===== src/rtl/swf_pkg.sv =====
// Package: types, constants and saturation helpers for the shallow-water flux step core.
`timescale 1ns / 1ps
`default_nettype none
package swf_pkg;

   localparam int MAX_CELLS = 128;
   localparam int VW        = 32;
   localparam int AW        = $clog2(MAX_CELLS);
   localparam int CNT_W     = $clog2(MAX_CELLS + 1);
   localparam int PW        = 2 * (VW + 2);
   localparam int QQ_W      = 2 * VW - 1;
   localparam int DIV_CNT_W = $clog2(QQ_W + 1);
   localparam int FRAC      = 16;

   localparam int SR_W   = 17;
   localparam int GRAV_W = 22;
   localparam int DIFF_W = 17;
   localparam int CELL_W = 8;
   localparam int CSR_AW = 2;
   localparam int CSR_DW = 22;

   localparam logic [1:0] OP_WRITE = 2'd0;
   localparam logic [1:0] OP_STEP  = 2'd1;
   localparam logic [1:0] OP_READ  = 2'd2;

   localparam logic [1:0] STAT_OK  = 2'd0;
   localparam logic [1:0] STAT_SAT = 2'd1;
   localparam logic [1:0] STAT_DRY = 2'd2;

   localparam logic [CSR_AW-1:0] CSR_STEP_RATIO = 2'd0;
   localparam logic [CSR_AW-1:0] CSR_GRAVITY    = 2'd1;
   localparam logic [CSR_AW-1:0] CSR_DIFFUSION  = 2'd2;
   localparam logic [CSR_AW-1:0] CSR_CELLS      = 2'd3;

   localparam logic [SR_W-1:0]   STEP_RATIO_RST = 17'd655;
   localparam logic [GRAV_W-1:0] GRAVITY_RST    = 22'd642908;
   localparam logic [DIFF_W-1:0] DIFFUSION_RST  = 17'd32768;
   localparam logic [CELL_W-1:0] CELLS_RST      = 8'd100;

   typedef struct packed {
      logic [1:0]           opcode;
      logic [6:0]           cell_index;
      logic signed [31:0]   depth_in;
      logic signed [31:0]   discharge_in;
   } req_type;

   typedef struct packed {
      logic signed [31:0]   depth_out;
      logic signed [31:0]   discharge_out;
      logic [1:0]           status;
   } rsp_type;

   typedef struct packed {
      logic signed [VW-1:0] h;
      logic signed [VW-1:0] q;
      logic signed [VW-1:0] e;
      logic signed [VW-1:0] f1;
      logic signed [VW-1:0] f2;
   } win_type;

   typedef struct packed {
      logic hq;
      logic e;
      logic f1;
      logic f2;
   } win_ld_type;

   function automatic logic sat_hit(input logic signed [PW-1:0] v);
      logic signed [PW-1:0] hi;
      logic signed [PW-1:0] lo;
      hi = {{(PW-VW+1){1'b0}}, {(VW-1){1'b1}}};
      lo = ~hi;
      return (v > hi) || (v < lo);
   endfunction

   function automatic logic signed [VW-1:0] sat_val(input logic signed [PW-1:0] v);
      logic signed [PW-1:0] hi;
      logic signed [PW-1:0] lo;
      hi = {{(PW-VW+1){1'b0}}, {(VW-1){1'b1}}};
      lo = ~hi;
      if (v > hi) return hi[VW-1:0];
      if (v < lo) return lo[VW-1:0];
      return v[VW-1:0];
   endfunction

endpackage
`default_nettype wire


===== src/rtl/swf_div.sv =====
// Restoring divider, one quotient bit per cycle, for the convective term Q*Q/H.
`timescale 1ns / 1ps
`default_nettype none
module swf_div (
   input  wire                         clock,
   input  wire                         reset,
   input  wire                         start,
   input  wire [swf_pkg::QQ_W-1:0]     dividend,
   input  wire [swf_pkg::VW-2:0]       divisor,
   output logic                        busy,
   output logic [swf_pkg::QQ_W-1:0]    quotient
);
   import swf_pkg::*;

   logic [VW-1:0]        rem_ff;
   logic [QQ_W-1:0]      quo_ff;
   logic [VW-2:0]        dvs_ff;
   logic [DIV_CNT_W-1:0] cnt_ff;
   logic                 busy_ff;
   logic [VW-1:0]        trial;
   logic                 take;

   assign trial = {rem_ff[VW-2:0], quo_ff[QQ_W-1]};
   assign take  = trial >= {1'b0, dvs_ff};

   always_ff @(posedge clock) begin
      if (reset) begin
         busy_ff <= 1'b0;
         cnt_ff  <= '0;
      end else if (start) begin
         busy_ff <= 1'b1;
         cnt_ff  <= DIV_CNT_W'(QQ_W);
      end else if (busy_ff) begin
         cnt_ff <= cnt_ff - 1'b1;
         if (cnt_ff == DIV_CNT_W'(1)) busy_ff <= 1'b0;
      end
   end

   always_ff @(posedge clock) begin
      if (start) begin
         rem_ff <= '0;
         quo_ff <= dividend;
         dvs_ff <= divisor;
      end else if (busy_ff) begin
         rem_ff <= take ? (trial - {1'b0, dvs_ff}) : trial;
         quo_ff <= {quo_ff[QQ_W-2:0], take};
      end
   end

   assign busy     = busy_ff;
   assign quotient = quo_ff;

endmodule
`default_nettype wire

===== config.mk =====
export PLATFORM = sky130hd
export DESIGN_NAME = swf_div
export DESIGN_NICKNAME = d
export VERILOG_FILES = /design/src/rtl/swf_pkg.sv /design/src/rtl/swf_div.sv
export SDC_FILE = /design/constraint.sdc
export NUM_CORES = 1
export LEC_CHECK = 0
export ABC_AREA = 1
export BUFFER_PORTS_ARGS = -buffer_cell sky130_fd_sc_hd__buf_2
export CAP_MARGIN = 20
export CELL_PAD_IN_SITES_DETAIL_PLACEMENT = 0
export CELL_PAD_IN_SITES_GLOBAL_PLACEMENT = 1
export CORE_UTILIZATION = 40
export DETAILED_ROUTE_END_ITERATION = 12
export HOLD_SLACK_MARGIN = 0.1
export PLACE_DENSITY = 0.88
export SYNTH_ARGS = -nofsm -noshare
export SYNTH_HDL_FRONTEND = slang
export SYNTH_SLANG_ARGS = --single-unit

===== constraint.sdc =====
create_clock -name clock -period 3.4 [get_ports clock]
set_input_delay 0.17 -clock clock [delete_from_list [all_inputs] [get_ports clock]]
set_output_delay 0.17 -clock clock [all_outputs]
set_load 0.005 [all_outputs]

==> metrics.md, run 1 <==
| Metric | Value |
|---|---|
| Vias | `around 7600` |
| IO buf count | `160` |
| RSZ-0062 raised after global routing | `no` |
| Fin crit share | `0.802` |
| Syn-to-layout area delta | `31.9%` |
| Worst Setup SP | `quotient[62]$_DFFE_PP_` |
| Worst-Margin Slew | `861 ps` |
| Worst Slack Setup Final | `between 600 and 700 ps` |
| Multi-input logic area | `3580 µm²` |
| Most frequent cells in the layout | `502 x nand2_1, 186 x inv_1, 159 x buf_2` |
| Final Hold Viols | `0` |
| Final #Nets | `1493` |
| First-iteration detailed-routing DRC count | `451` |
| Worst reg2reg path startpoint | `quotient[62]$_DFFE_PP_` |
| GRT Resource Usage Total | `0.220` |
| # fillers | `1875` |
| Post-synthesis sequential area ratio | `0.445` |
| Wirelength per Cell | `13.2 µm` |
| Worst endpoint required time | `3690 ps` |
| Area fraction of the dominant cell type after synthesis | `0.351` |
| Clock Tree Root | `clkbuf_16` |
| P_leak | `roughly 5.7 nW` |
| Clock Latency Late Sink | `430 ps` |
| PwrDens | `just over 400 nW/µm²` |
| CTS tree | `yes` |
| Min Tclk post-route | `2730 ps` |
| Setup CP Type | `reg -> reg` |
| Pre-CTS WS | `686 ps` |
| Post-Synthesis Cells | `1111` |
| CP Launch Type | `register` |
| Rows | `51` |
| Worst R2R End | `rem_ff[8]$_SDFFE_PP0P_` |
| Syn Nets | `between 1000 and 1500` |
| Synth cell types | `40` |
| Final Non-Filler Cells | `~1600` |
| Commonest non-fill, non-tap cell in the layout | `nand2_1` |
| Ratio of cells with drive above 1 in the final layout | `0.159` |
| Max-cap violations | `0` |
| H-tree depth reported by CTS | `4` |
| Worst setup EP type | `register` |
| Clock Pin Slew Worst Setup and Hold Paths | `70 ps` |
| DR DRC count | `0` |
| Syn. warnings | `0` |
| First-pass GRT wire length | `35.5 mm` |
| R2R depth | `15` |
| Clk buf depth | `2` |
| Cell taking the most area after synthesis | `edfxtp_1` |
| Dpl cells | `1512` |
| Clk sinks | `around 130` |
| Avg Cell Area, Syn | `around 7.2 µm²` |
| Setup repair bufs after CTS | `0` |
| Status | `completed` |
| Peak VDD IR | `0.297 mV` |
| Setup TNS | `0 ps` |
| Fmax | `367 MHz` |
| Die X | `144 µm` |
| Endpoints failing setup | `0` |
| CORE AREA | `around 20000 µm²` |
| Final setup skew | `between 8 and 9 ps` |
| Slew headroom | `0.426` |
| CP max FO | `33` |
| End point of the critical path | `rem_ff[8]$_SDFFE_PP0P_` |
| Cts bufs inserted | `17` |
| Remaining global-route overflow | `0` |
| Hold slack | `136 ps` |
| Vias in the first global route | `between 7000 and 8000` |
| Diode count | `0` |
| Critical Path AT | `3020 ps` |
| Largest net degree at the start of global routing | `81` |
| GPL Wtd Cong | `0.887` |
| Synth area leaders | `edfxtp_1 35%, nand2_1 23%, dfxtp_1 9.5%, inv_1 8.8%, ha_1 5.1%` |
| Ports | `161` |
| FF+latch count, synth | `132` |
| TritonRoute pass-1 iters | `5` |
| Chip height | `144 µm` |
| Initial antenna violation count | `0` |
| Post-Syn Area | `8050 µm²` |
| ANT nets after route | `0` |
| Initial core utilization | `0.411` |
| Worst reg2reg setup slack | `about 670 ps` |
| Worst hold path type | `in -> reg` |
| Sequential cell area | `3580 µm²` |
| HPWL after DPL | `between 10 and 15 mm` |
| Die area | `20700 µm²` |
| DR vias/cell | `4.62` |
| Drt total wl | `about 22 mm` |
| Final Slew Violations | `0` |
## power by group
part	internal [W]	switching, W
clock network	0.00109	0.000764
logic	0.000272	0.000326
registers	0.00187	0.0000630
## critical path, stage by stage, from the launching register on
cell and delay, ps:
edfxtp_1 350, inv_1 60, ha_1 220, fa_1 410
inv_1 120, nand2_1 60, nand2_1 80, nand3_1 100
nand2_2 130, nand2_2 70, nand3_2 80, nand2_4 250
nand2_4 410, nand2_1 110, nand3_1 80, o21ai_1 60
## final cells by class
class                      instances  area share
multi-input combinational        759       0.337
clock inverter                    13      0.0143
sequential                       132       0.338
inverter                         191      0.0676
clock buffer                      18      0.0404
timing repair buffer             261       0.171
tap                              265      0.0312
## through the flow
step / utilization / total power, W / instance area [µm²]
after detailed placement: 0.463 / 0.00247 / 9070
after CTS: 0.541 / 0.00441 / 10600
after global placement: 0.463 / 0.00247 / 9070
final: 0.542 / 0.00438 / 10600
after floorplan: - / 0.00224 / 8050
after global routing: 0.542 / 0.00457 / 10600
## worst min-delay path by stage
stage | end | cells after the start | from
final | dvs_ff[6]$_DFFE_PP_ | 1 | start
after global routing | dvs_ff[5]$_DFFE_PP_ | 1 | start
after CTS | dvs_ff[6]$_DFFE_PP_ | 1 | start
after detailed placement | dvs_ff[26]$_DFFE_PP_ | 1 | divisor[26]
after global placement | dvs_ff[3]$_DFFE_PP_ | 1 | divisor[3]
after floorplan | cnt_ff[3]$_SDFFE_PP0P_ | 1 | reset
## Yosys cell counts
cell type and n:
nand2_1 502, o21a_1 2, and2_1 4, xnor2_1 12, buf_1 1, edfxtp_1 94
clkbuf_1 16, a221oi_1 1, nand2_4 2, inv_1 188, nand2_2 5, nor3_2 1
o21ai_1 11, nand4_1 6, a31oi_1 2, fa_1 1, nor2_4 2, o21ai_0 4
or2_1 1, nor2_1 36, clkinv_1 1, inv_2 2, buf_2 3, buf_6 5
nor3_1 6, dfxtp_1 38, a311oi_1 1, xor2_1 3, buf_4 4, a21oi_1 16
nor4_1 3, nand3_2 1, o21bai_1 1, o31ai_1 2, nor2_2 5, ha_1 33
a21oi_2 2, or2_2 1, nand3_1 77, nand3b_1 16
## state kept, by name, summed over array words and instances, names as in the netlist
| register | count |
|---|---|
| busy | 1 |
| cnt_ff | 6 |
| dvs_ff | 31 |
| quotient | 63 |
| rem_ff | 31 |
## metal layers
| metal | vias to the layer above | wire length [µm] | GRT usage |
|---|---|---|---|
| li1 | 3938 | - | - |
| met1 | 3395 | 10100 | 0.288 |
| met2 | 214 | 9890 | 0.363 |
| met3 | 17 | 1340 | 0.0490 |
| met4 | 0 | 231 | 0.0616 |
| met5 | - | 0 | 0 |
## what timing repair did
item,in CTS,in global routing
gates resized for setup,0,0
hold endpoints to repair,101,0
hold buffers,95,0
## logic make-up after synthesis
family,count (synthesis),synth area share
DFF,132,0.445
xor gates and xnor gates,15,0.0163
adders and majority gates,34,0.0538
AOI/OAI and AO/OA,42,0.0299
buffers and inverters,220,0.110
and+or+nand+nor,668,0.345
Power figures use the tool's default switching activity.
==> run 2: changes to the inputs <==
--- a/config.mk
+++ b/config.mk
@@ -10,10 +10,10 @@
 export CAP_MARGIN = 20
 export CELL_PAD_IN_SITES_DETAIL_PLACEMENT = 0
 export CELL_PAD_IN_SITES_GLOBAL_PLACEMENT = 1
-export CORE_UTILIZATION = 40
+export CORE_UTILIZATION = 36
 export DETAILED_ROUTE_END_ITERATION = 12
 export HOLD_SLACK_MARGIN = 0.1
-export PLACE_DENSITY = 0.88
+export PLACE_DENSITY = 0.84
 export SYNTH_ARGS = -nofsm -noshare
 export SYNTH_HDL_FRONTEND = slang
 export SYNTH_SLANG_ARGS = --single-unit
==> constraint.sdc (replaced) <==
create_clock -name clock -period 2.2 [get_ports clock]
set_input_delay 0.11 -clock clock [delete_from_list [all_inputs] [get_ports clock]]
set_output_delay 0.11 -clock clock [all_outputs]
set_load 0.005 [all_outputs]
==> run 2 against run 1 <==
Net effect: count of clock-buffer cells in the layout down 1; worst setup slack worse by 630 ps; cell area is 5.1% higher; critical endpoint is now rem_ff[27]$_SDFFE_PP0P_; sequential share of layout area shrank 1.6 points; via count grew 3.6%.
==> metrics.md, run 2 (synthesis gave the netlist of run 1 again) <==
| Metric | Value |
|---|---|
| DR vias/cell | `4.67 (was 4.62)` |
| Syn-to-layout area delta | `38.6% (was 31.9%)` |
| TritonRoute pass-1 iters | `5 (unchanged)` |
| Initial antenna violation count | `0 (unchanged)` |
| First-iteration detailed-routing DRC count | `428 (was 451)` |
| Commonest non-fill, non-tap cell in the layout | `nand2_1 (unchanged)` |
| Clock Latency Late Sink | `440 ps (was 430 ps)` |
| Chip height | `152 µm (was 144 µm)` |
| Final #Nets | `1515 (was 1493)` |
| Worst hold path type | `in -> reg (unchanged)` |
| Critical path's slowest cell | `edfxtp_1 (was fa_1)` |
| Worst path most repeated cell | `nand2_2 (was nand2_1)` |
| GPL Wtd Cong | `0.885 (was 0.887)` |
| Die X | `152 µm (was 144 µm)` |
| CORE AREA | `21900 µm² (was 19600 µm²)` |
| PwrDens | `616 nW/µm² (was 413 nW/µm²)` |
| First-pass GRT wire length | `37.1 mm (was 35.5 mm)` |
| Crit path largest cell delay | `400 ps (was 410 ps)` |
| Pre-CTS WS | `46.8 ps (was 686 ps)` |
| Final Hold Viols | `0 (unchanged)` |
| CP Launch Type | `register (unchanged)` |
| Diode count | `0 (unchanged)` |
| IO buf count | `160 (unchanged)` |
| Number of flip-flops in the largest register | `63 (unchanged)` |
| Critical Path AT | `2490 ps (was 3020 ps)` |
| Final instance area | `11200 µm² (was 10600 µm²)` |
| Largest net degree at the start of global routing | `62 (was 81)` |
| ANT nets after route | `0 (unchanged)` |
| Rows | `54 (was 51)` |
| CP max FO | `6 (was 33)` |
| Endpoints failing setup | `0 (unchanged)` |
| Worst-Margin Slew | `592 ps (was 861 ps)` |
| Ratio of cells with drive above 1 in the final layout | `0.210 (was 0.159)` |
| DR DRC count | `0 (unchanged)` |
| Critical Path, Cell by Cell | `ha_2 -> fa_2 -> inv_2 -> nand2_2 -> nand2_2 -> nand3_2 -> nand2_2 -> nand2_2 -> nand3_2 -> nand2_4 -> nand2_8 -> clkbuf_16 -> nand3_2 -> nand2_1 -> nand2_1 (was inv_1 -> ha_1 -> fa_1 -> inv_1 -> nand2_1 -> nand2_1 -> nand3_1 -> nand2_2 -> nand2_2 -> nand3_2 -> nand2_4 -> nand2_4 -> nand2_1 -> nand3_1 -> o21ai_1)` |
| Clk buf depth | `2 (unchanged)` |
| Ports | `161 (unchanged)` |
| Max-cap violations | `0 (unchanged)` |
| Cts bufs inserted | `17 (unchanged)` |
| Fin crit share | `0.983 (was 0.802)` |
| Most frequent cells in the layout | `482 x nand2_1, 183 x inv_1, 160 x buf_2 (was 502 x nand2_1, 186 x inv_1, 159 x buf_2)` |
| Worst Slack Setup Final | `38.2 ps (was 672 ps)` |
| Worst setup EP type | `register (unchanged)` |
| Vias | `7833 (was 7564)` |
| Clock Pin Slew Worst Setup and Hold Paths | `70 ps (about the same)` |
| Drt total wl | `23.7 mm (was 21.6 mm)` |
| GRT Resource Usage Total | `0.208 (was 0.220)` |
| Status | `completed (unchanged)` |
| CTS tree | `yes (unchanged)` |
| Slew headroom | `0.606 (was 0.426)` |
| # fillers | `2143 (was 1875)` |
| Peak VDD IR | `0.425 mV (was 0.297 mV)` |
| Fmax | `463 MHz (was 367 MHz)` |
| Initial core utilization | `0.368 (was 0.411)` |
| Clk sinks | `132 (unchanged)` |
| Post-DP Area | `9230 µm² (was 9070 µm²)` |
| Wirelength per Cell | `14.1 µm (was 13.2 µm)` |
| P_leak | `5.85 nW (was 5.66 nW)` |
| RSZ-0062 raised after global routing | `yes (was no)` |
| HPWL after DPL | `16.1 mm (was 14.9 mm)` |
| Hold slack | `237 ps (was 136 ps)` |
| Final setup skew | `11.2 ps (was 8.99 ps)` |
| Worst endpoint required time | `2530 ps (was 3690 ps)` |
| Vias in the first global route | `7623 (was 7342)` |
| Worst reg2reg setup slack | `40 ps (was 670 ps)` |
| Remaining global-route overflow | `0 (unchanged)` |
| Die area | `23000 µm² (was 20700 µm²)` |
| Clock Tree Root | `clkbuf_16 (unchanged)` |
| H-tree depth reported by CTS | `4 (unchanged)` |
| Min Tclk post-route | `2160 ps (was 2730 ps)` |
| Final Slew Violations | `0 (unchanged)` |
| Setup CP Type | `reg -> reg (unchanged)` |
run 2: changes by cell type in the layout (fill, tap and decap cells not counted), sizes merged:
| cell | previous run | this run |
|---|---|---|
| buf | 166 | 185 |
| clkinv | 4 | 5 |
| clkbuf | 18 | 20 |
| clkinvlp | 3 | 1 |
| inv | 195 | 199 |
| bufinv | 2 | 1 |
run 2: final cells by class:
cell class	count	area (µm²)	area share
clock buffer	17	425	0.0381
timing repair buffer	283	2100	0.189
clock inverter	15	163	0.0146
sequential	132	3580	0.321
inverter	191	717	0.0643
tap	280	350	0.0314
multi-input combinational	759	3810	0.342
run 2: worst max-delay path: cells and delay by family, from the launching register on:
kind / cells / cell delay (ps)
and+or+nand+nor: 11 / 780
adders and majority gates: 2 / 600
buffers and inverters: 2 / 250
DFF: 1 / 400
run 2: layer usage:
layer / global-route usage / part of all wire / routed length [µm]
met1: 0.272 / 0.46 / 10900
met2: 0.342 / 0.47 / 11200
met3: 0.0473 / 0.058 / 1380
met4: 0.0634 / 0.013 / 319
met5: 0 / 0 / 0
run 2: worst paths after layout:
| kind | start | endpoint | depth (start not counted) |
|---|---|---|---|
| worst min register to register | rem_ff[11]$_SDFFE_PP0P_ | rem_ff[11]$_SDFFE_PP0P_ | 2 |
| worst max-delay path | dvs_ff[0]$_DFFE_PP_ | rem_ff[27]$_SDFFE_PP0P_ | 15 |
| worst min-delay path | start | rem_ff[0]$_SDFFE_PP0P_ | 4 |
| worst max register to register | dvs_ff[0]$_DFFE_PP_ | rem_ff[27]$_SDFFE_PP0P_ | 15 |
run 2: metrics by stage:
stage,instances,setup TNS (ps),utilization,total power (W)
after global placement,1540,0,0.422,0.00384
final,1677,0,0.510,0.00687
after floorplan,1111,0,-,0.00345
after detailed placement,1540,0,0.422,0.00384
after global routing,1677,-881,0.510,0.00716
after CTS,1667,0,0.492,0.00688
run 2: where the power goes:
part	leakage (nW)	switching (W)	internal [W]
combinational	4.30	0.000533	0.000449
clock	0.288	0.00129	0.00161
sequential	1.26	0.000101	0.00289
run 2: timing repair:
action                                  in CTS  in global routing
endpoints found under the hold margin      101                  0
setup buffers                                0                  5
endpoints found under the setup margin       0                 32
gates resized for setup                      0                 61
hold buffers                                95                  0
==> run 3: changes to the inputs <==
--- a/config.mk
+++ b/config.mk
@@ -14,6 +14,7 @@
 export DETAILED_ROUTE_END_ITERATION = 12
 export HOLD_SLACK_MARGIN = 0.1
 export PLACE_DENSITY = 0.84
+export SETUP_SLACK_MARGIN = 0.3
 export SYNTH_ARGS = -nofsm -noshare
 export SYNTH_HDL_FRONTEND = slang
 export SYNTH_SLANG_ARGS = --single-unit
==> run 3 against run 2 <==
Net effect: clock power hardly changed; routed wire length is 1.1% lower; sequential power hardly changed; register-to-register slack better by 80 ps; via count is 1.3% lower; non-clock buffer count is 1 higher.
==> metrics.md, run 3 (synthesis gave the netlist of run 1 again) <==
| Metric | Value |
|---|---|
| Drt total wl | `23.4 mm (was 23.7 mm)` |
| Wirelength per Cell | `14.0 µm (was 14.1 µm)` |
| Diode count | `0 (unchanged)` |
| Remaining global-route overflow | `0 (unchanged)` |
| Post-DP Area | `9210 µm² (was 9230 µm²)` |
| Worst reg2reg path startpoint | `dvs_ff[0]$_DFFE_PP_ (unchanged)` |
| Worst endpoint required time | `2510 ps (was 2530 ps)` |
| Worst hold path depth | `5 (was 4)` |
| Final setup skew | `15.8 ps (was 11.2 ps)` |
| Critical Path, Cell by Cell | `ha_4 -> fa_2 -> inv_2 -> nand2_2 -> nand2_2 -> nand3_2 -> nand2_2 -> nand2_2 -> nand3_2 -> nand2_4 -> nand2_8 -> clkbuf_16 -> nand2_2 -> nand3_2 -> o21ai_1 (was ha_2 -> fa_2 -> inv_2 -> nand2_2 -> nand2_2 -> nand3_2 -> nand2_2 -> nand2_2 -> nand3_2 -> nand2_4 -> nand2_8 -> clkbuf_16 -> nand3_2 -> nand2_1 -> nand2_1)` |
| Status | `completed (unchanged)` |
| Dpl cells | `1537 (was 1540)` |
| Final Total Pwr | `0.00691 W (was 0.00687 W)` |
| Critical Path AT | `2390 ps (was 2490 ps)` |
| GPL Wtd Cong | `0.881 (was 0.885)` |
| Die area | `23000 µm² (unchanged)` |
| Worst setup EP type | `register (unchanged)` |
| Worst min-delay path endpoint | `cnt_ff[0]$_SDFFE_PP0P_ (was rem_ff[0]$_SDFFE_PP0P_)` |
| CP max FO | `5 (was 6)` |
| Most frequent cells in the layout | `461 x nand2_1, 177 x inv_1, 159 x buf_2 (was 482 x nand2_1, 183 x inv_1, 160 x buf_2)` |
| Endpoints failing setup | `0 (unchanged)` |
| Worst R2R End | `rem_ff[8]$_SDFFE_PP0P_ (was rem_ff[27]$_SDFFE_PP0P_)` |
| Worst hold path type | `in -> reg (unchanged)` |
| Largest net degree at the start of global routing | `68 (was 62)` |
| Slew headroom | `0.534 (was 0.606)` |
| ANT nets after route | `0 (unchanged)` |
| Syn-to-layout area delta | `44.1% (was 38.6%)` |
| Min Tclk post-route | `2080 ps (was 2160 ps)` |
| Clk sinks | `132 (unchanged)` |
| Clk buf depth | `2 (unchanged)` |
| DR vias/cell | `4.61 (was 4.67)` |
| CP Launch Type | `register (unchanged)` |
| Final Hold Viols | `0 (unchanged)` |
| Setup TNS | `0 ps (unchanged)` |
| H-tree depth reported by CTS | `4 (unchanged)` |
| Die X | `152 µm (unchanged)` |
| Clock Pin Slew Worst Setup and Hold Paths | `60 ps (was 70 ps)` |
| Initial antenna violation count | `0 (unchanged)` |
| Number of flip-flops in the largest register | `63 (unchanged)` |
| R2R depth | `15 (unchanged)` |
| Hold slack | `161 ps (was 237 ps)` |
| Critical path's slowest cell | `edfxtp_1 (unchanged)` |
| Worst reg2reg setup slack | `120 ps (was 40 ps)` |
| Initial core utilization | `0.368 (unchanged)` |
| HPWL after DPL | `15.9 mm (was 16.1 mm)` |
| Chip height | `152 µm (unchanged)` |
| Final #Nets | `1516 (was 1515)` |
| Clock Tree Root | `clkbuf_16 (unchanged)` |
| Crit path max-delay family | `simple AND/OR/NAND/NOR gates (unchanged)` |
| GRT Resource Usage Total | `0.212 (was 0.208)` |
| Peak VDD IR | `0.477 mV (was 0.425 mV)` |
| Commonest non-fill, non-tap cell in the layout | `nand2_1 (unchanged)` |
| Rows | `54 (unchanged)` |
| Final instance area | `11600 µm² (was 11200 µm²)` |
| DR DRC count | `0 (unchanged)` |
| Worst path most repeated cell | `nand2_2 (unchanged)` |
| TritonRoute pass-1 iters | `5 (unchanged)` |
| Final Slew Violations | `0 (unchanged)` |
| Worst-Margin Slew | `699 ps (was 592 ps)` |
| RSZ-0062 raised after global routing | `yes (unchanged)` |
| Vias | `7731 (was 7833)` |
| Setup CP Type | `reg -> reg (unchanged)` |
| Fmax | `482 MHz (was 463 MHz)` |
| First-iteration detailed-routing DRC count | `390 (was 428)` |
| First-pass GRT wire length | `37.4 mm (was 37.1 mm)` |
| Clock Latency Late Sink | `430 ps (was 440 ps)` |
| # fillers | `2057 (was 2143)` |
| P_leak | `5.94 nW (was 5.85 nW)` |
| Crit path largest cell delay | `420 ps (was 400 ps)` |
| Vias in the first global route | `7556 (was 7623)` |
| IO buf count | `160 (unchanged)` |
| Fin crit share | `0.944 (was 0.983)` |
| Final Non-Filler Cells | `1678 (was 1677)` |
| Worst Hold Launch | `start (unchanged)` |
| PwrDens | `596 nW/µm² (was 616 nW/µm²)` |
| Ratio of cells with drive above 1 in the final layout | `0.252 (was 0.210)` |
| CORE AREA | `21900 µm² (unchanged)` |
| Ports | `161 (unchanged)` |
| Worst path buffer plus inverter count | `2 (unchanged)` |
| Max-cap violations | `0 (unchanged)` |
| CTS tree | `yes (unchanged)` |
| Cts bufs inserted | `17 (unchanged)` |
-- run 3: report_power, final --
part,total (W),switching (W),leakage (nW),internal (W)
clock,0.00288,0.00128,0.282,0.00161
combinational,0.00104,0.000558,4.40,0.000479
sequential,0.00299,0.000103,1.26,0.00289
-- run 3: layer usage --
metal	track usage	wire, µm
met4	0.0718	324
met1	0.273	10800
met3	0.0443	1330
met2	0.354	11000
met5	0	0
-- run 3: how the worst max path moves through the flow --
stage | slack [ps] | start | endpoint | cells after the start
finish | 120 | dvs_ff[0]$_DFFE_PP_ | rem_ff[8]$_SDFFE_PP0P_ | 15
global route | -20 | dvs_ff[0]$_DFFE_PP_ | rem_ff[15]$_SDFFE_PP0P_ | 15
CTS | 110 | dvs_ff[0]$_DFFE_PP_ | rem_ff[0]$_SDFFE_PP0P_ | 15
detailed placement | 40 | quotient[62]$_DFFE_PP_ | rem_ff[22]$_SDFFE_PP0P_ | 16
global placement | 90 | dvs_ff[15]$_DFFE_PP_ | rem_ff[25]$_SDFFE_PP0P_ | 15
floorplan | 210 | quotient[62]$_DFFE_PP_ | rem_ff[5]$_SDFFE_PP0P_ | 16
-- run 3: final cells by class --
| class | instances | area, µm² | share of cell area |
|---|---|---|---|
| clock buffers | 17 | 425 | 0.0367 |
| clock inverters | 15 | 160 | 0.0138 |
| inverters | 191 | 717 | 0.0619 |
| multi-input cells | 759 | 4190 | 0.362 |
| flip-flops and latches | 132 | 3580 | 0.309 |
| well taps | 280 | 350 | 0.0302 |
| repair buffers | 284 | 2160 | 0.187 |
-- run 3: through the flow --
step,util,worst slack (ps)
after detailed placement,0.421,40.7
after global placement,0.421,91.3
after floorplan,-,211
after CTS,0.514,107
after global routing,0.529,-20.5
final,0.529,123
-- run 3: timing repair --
action                     in CTS  in global routing
setup endpoints to repair      32                 32
hold buffers                   95                  0
pin swaps                      27                 12
buffers inserted               10                  0
resized for setup              76                 61
hold endpoints to repair      101                  0
cloned                          2                  1
-- run 3: worst min-delay path, cell delays in order --
cell	delay, ps
buf_4	110
inv_2	40
nand2_1	70
o21ai_0	70
a21oi_1	140
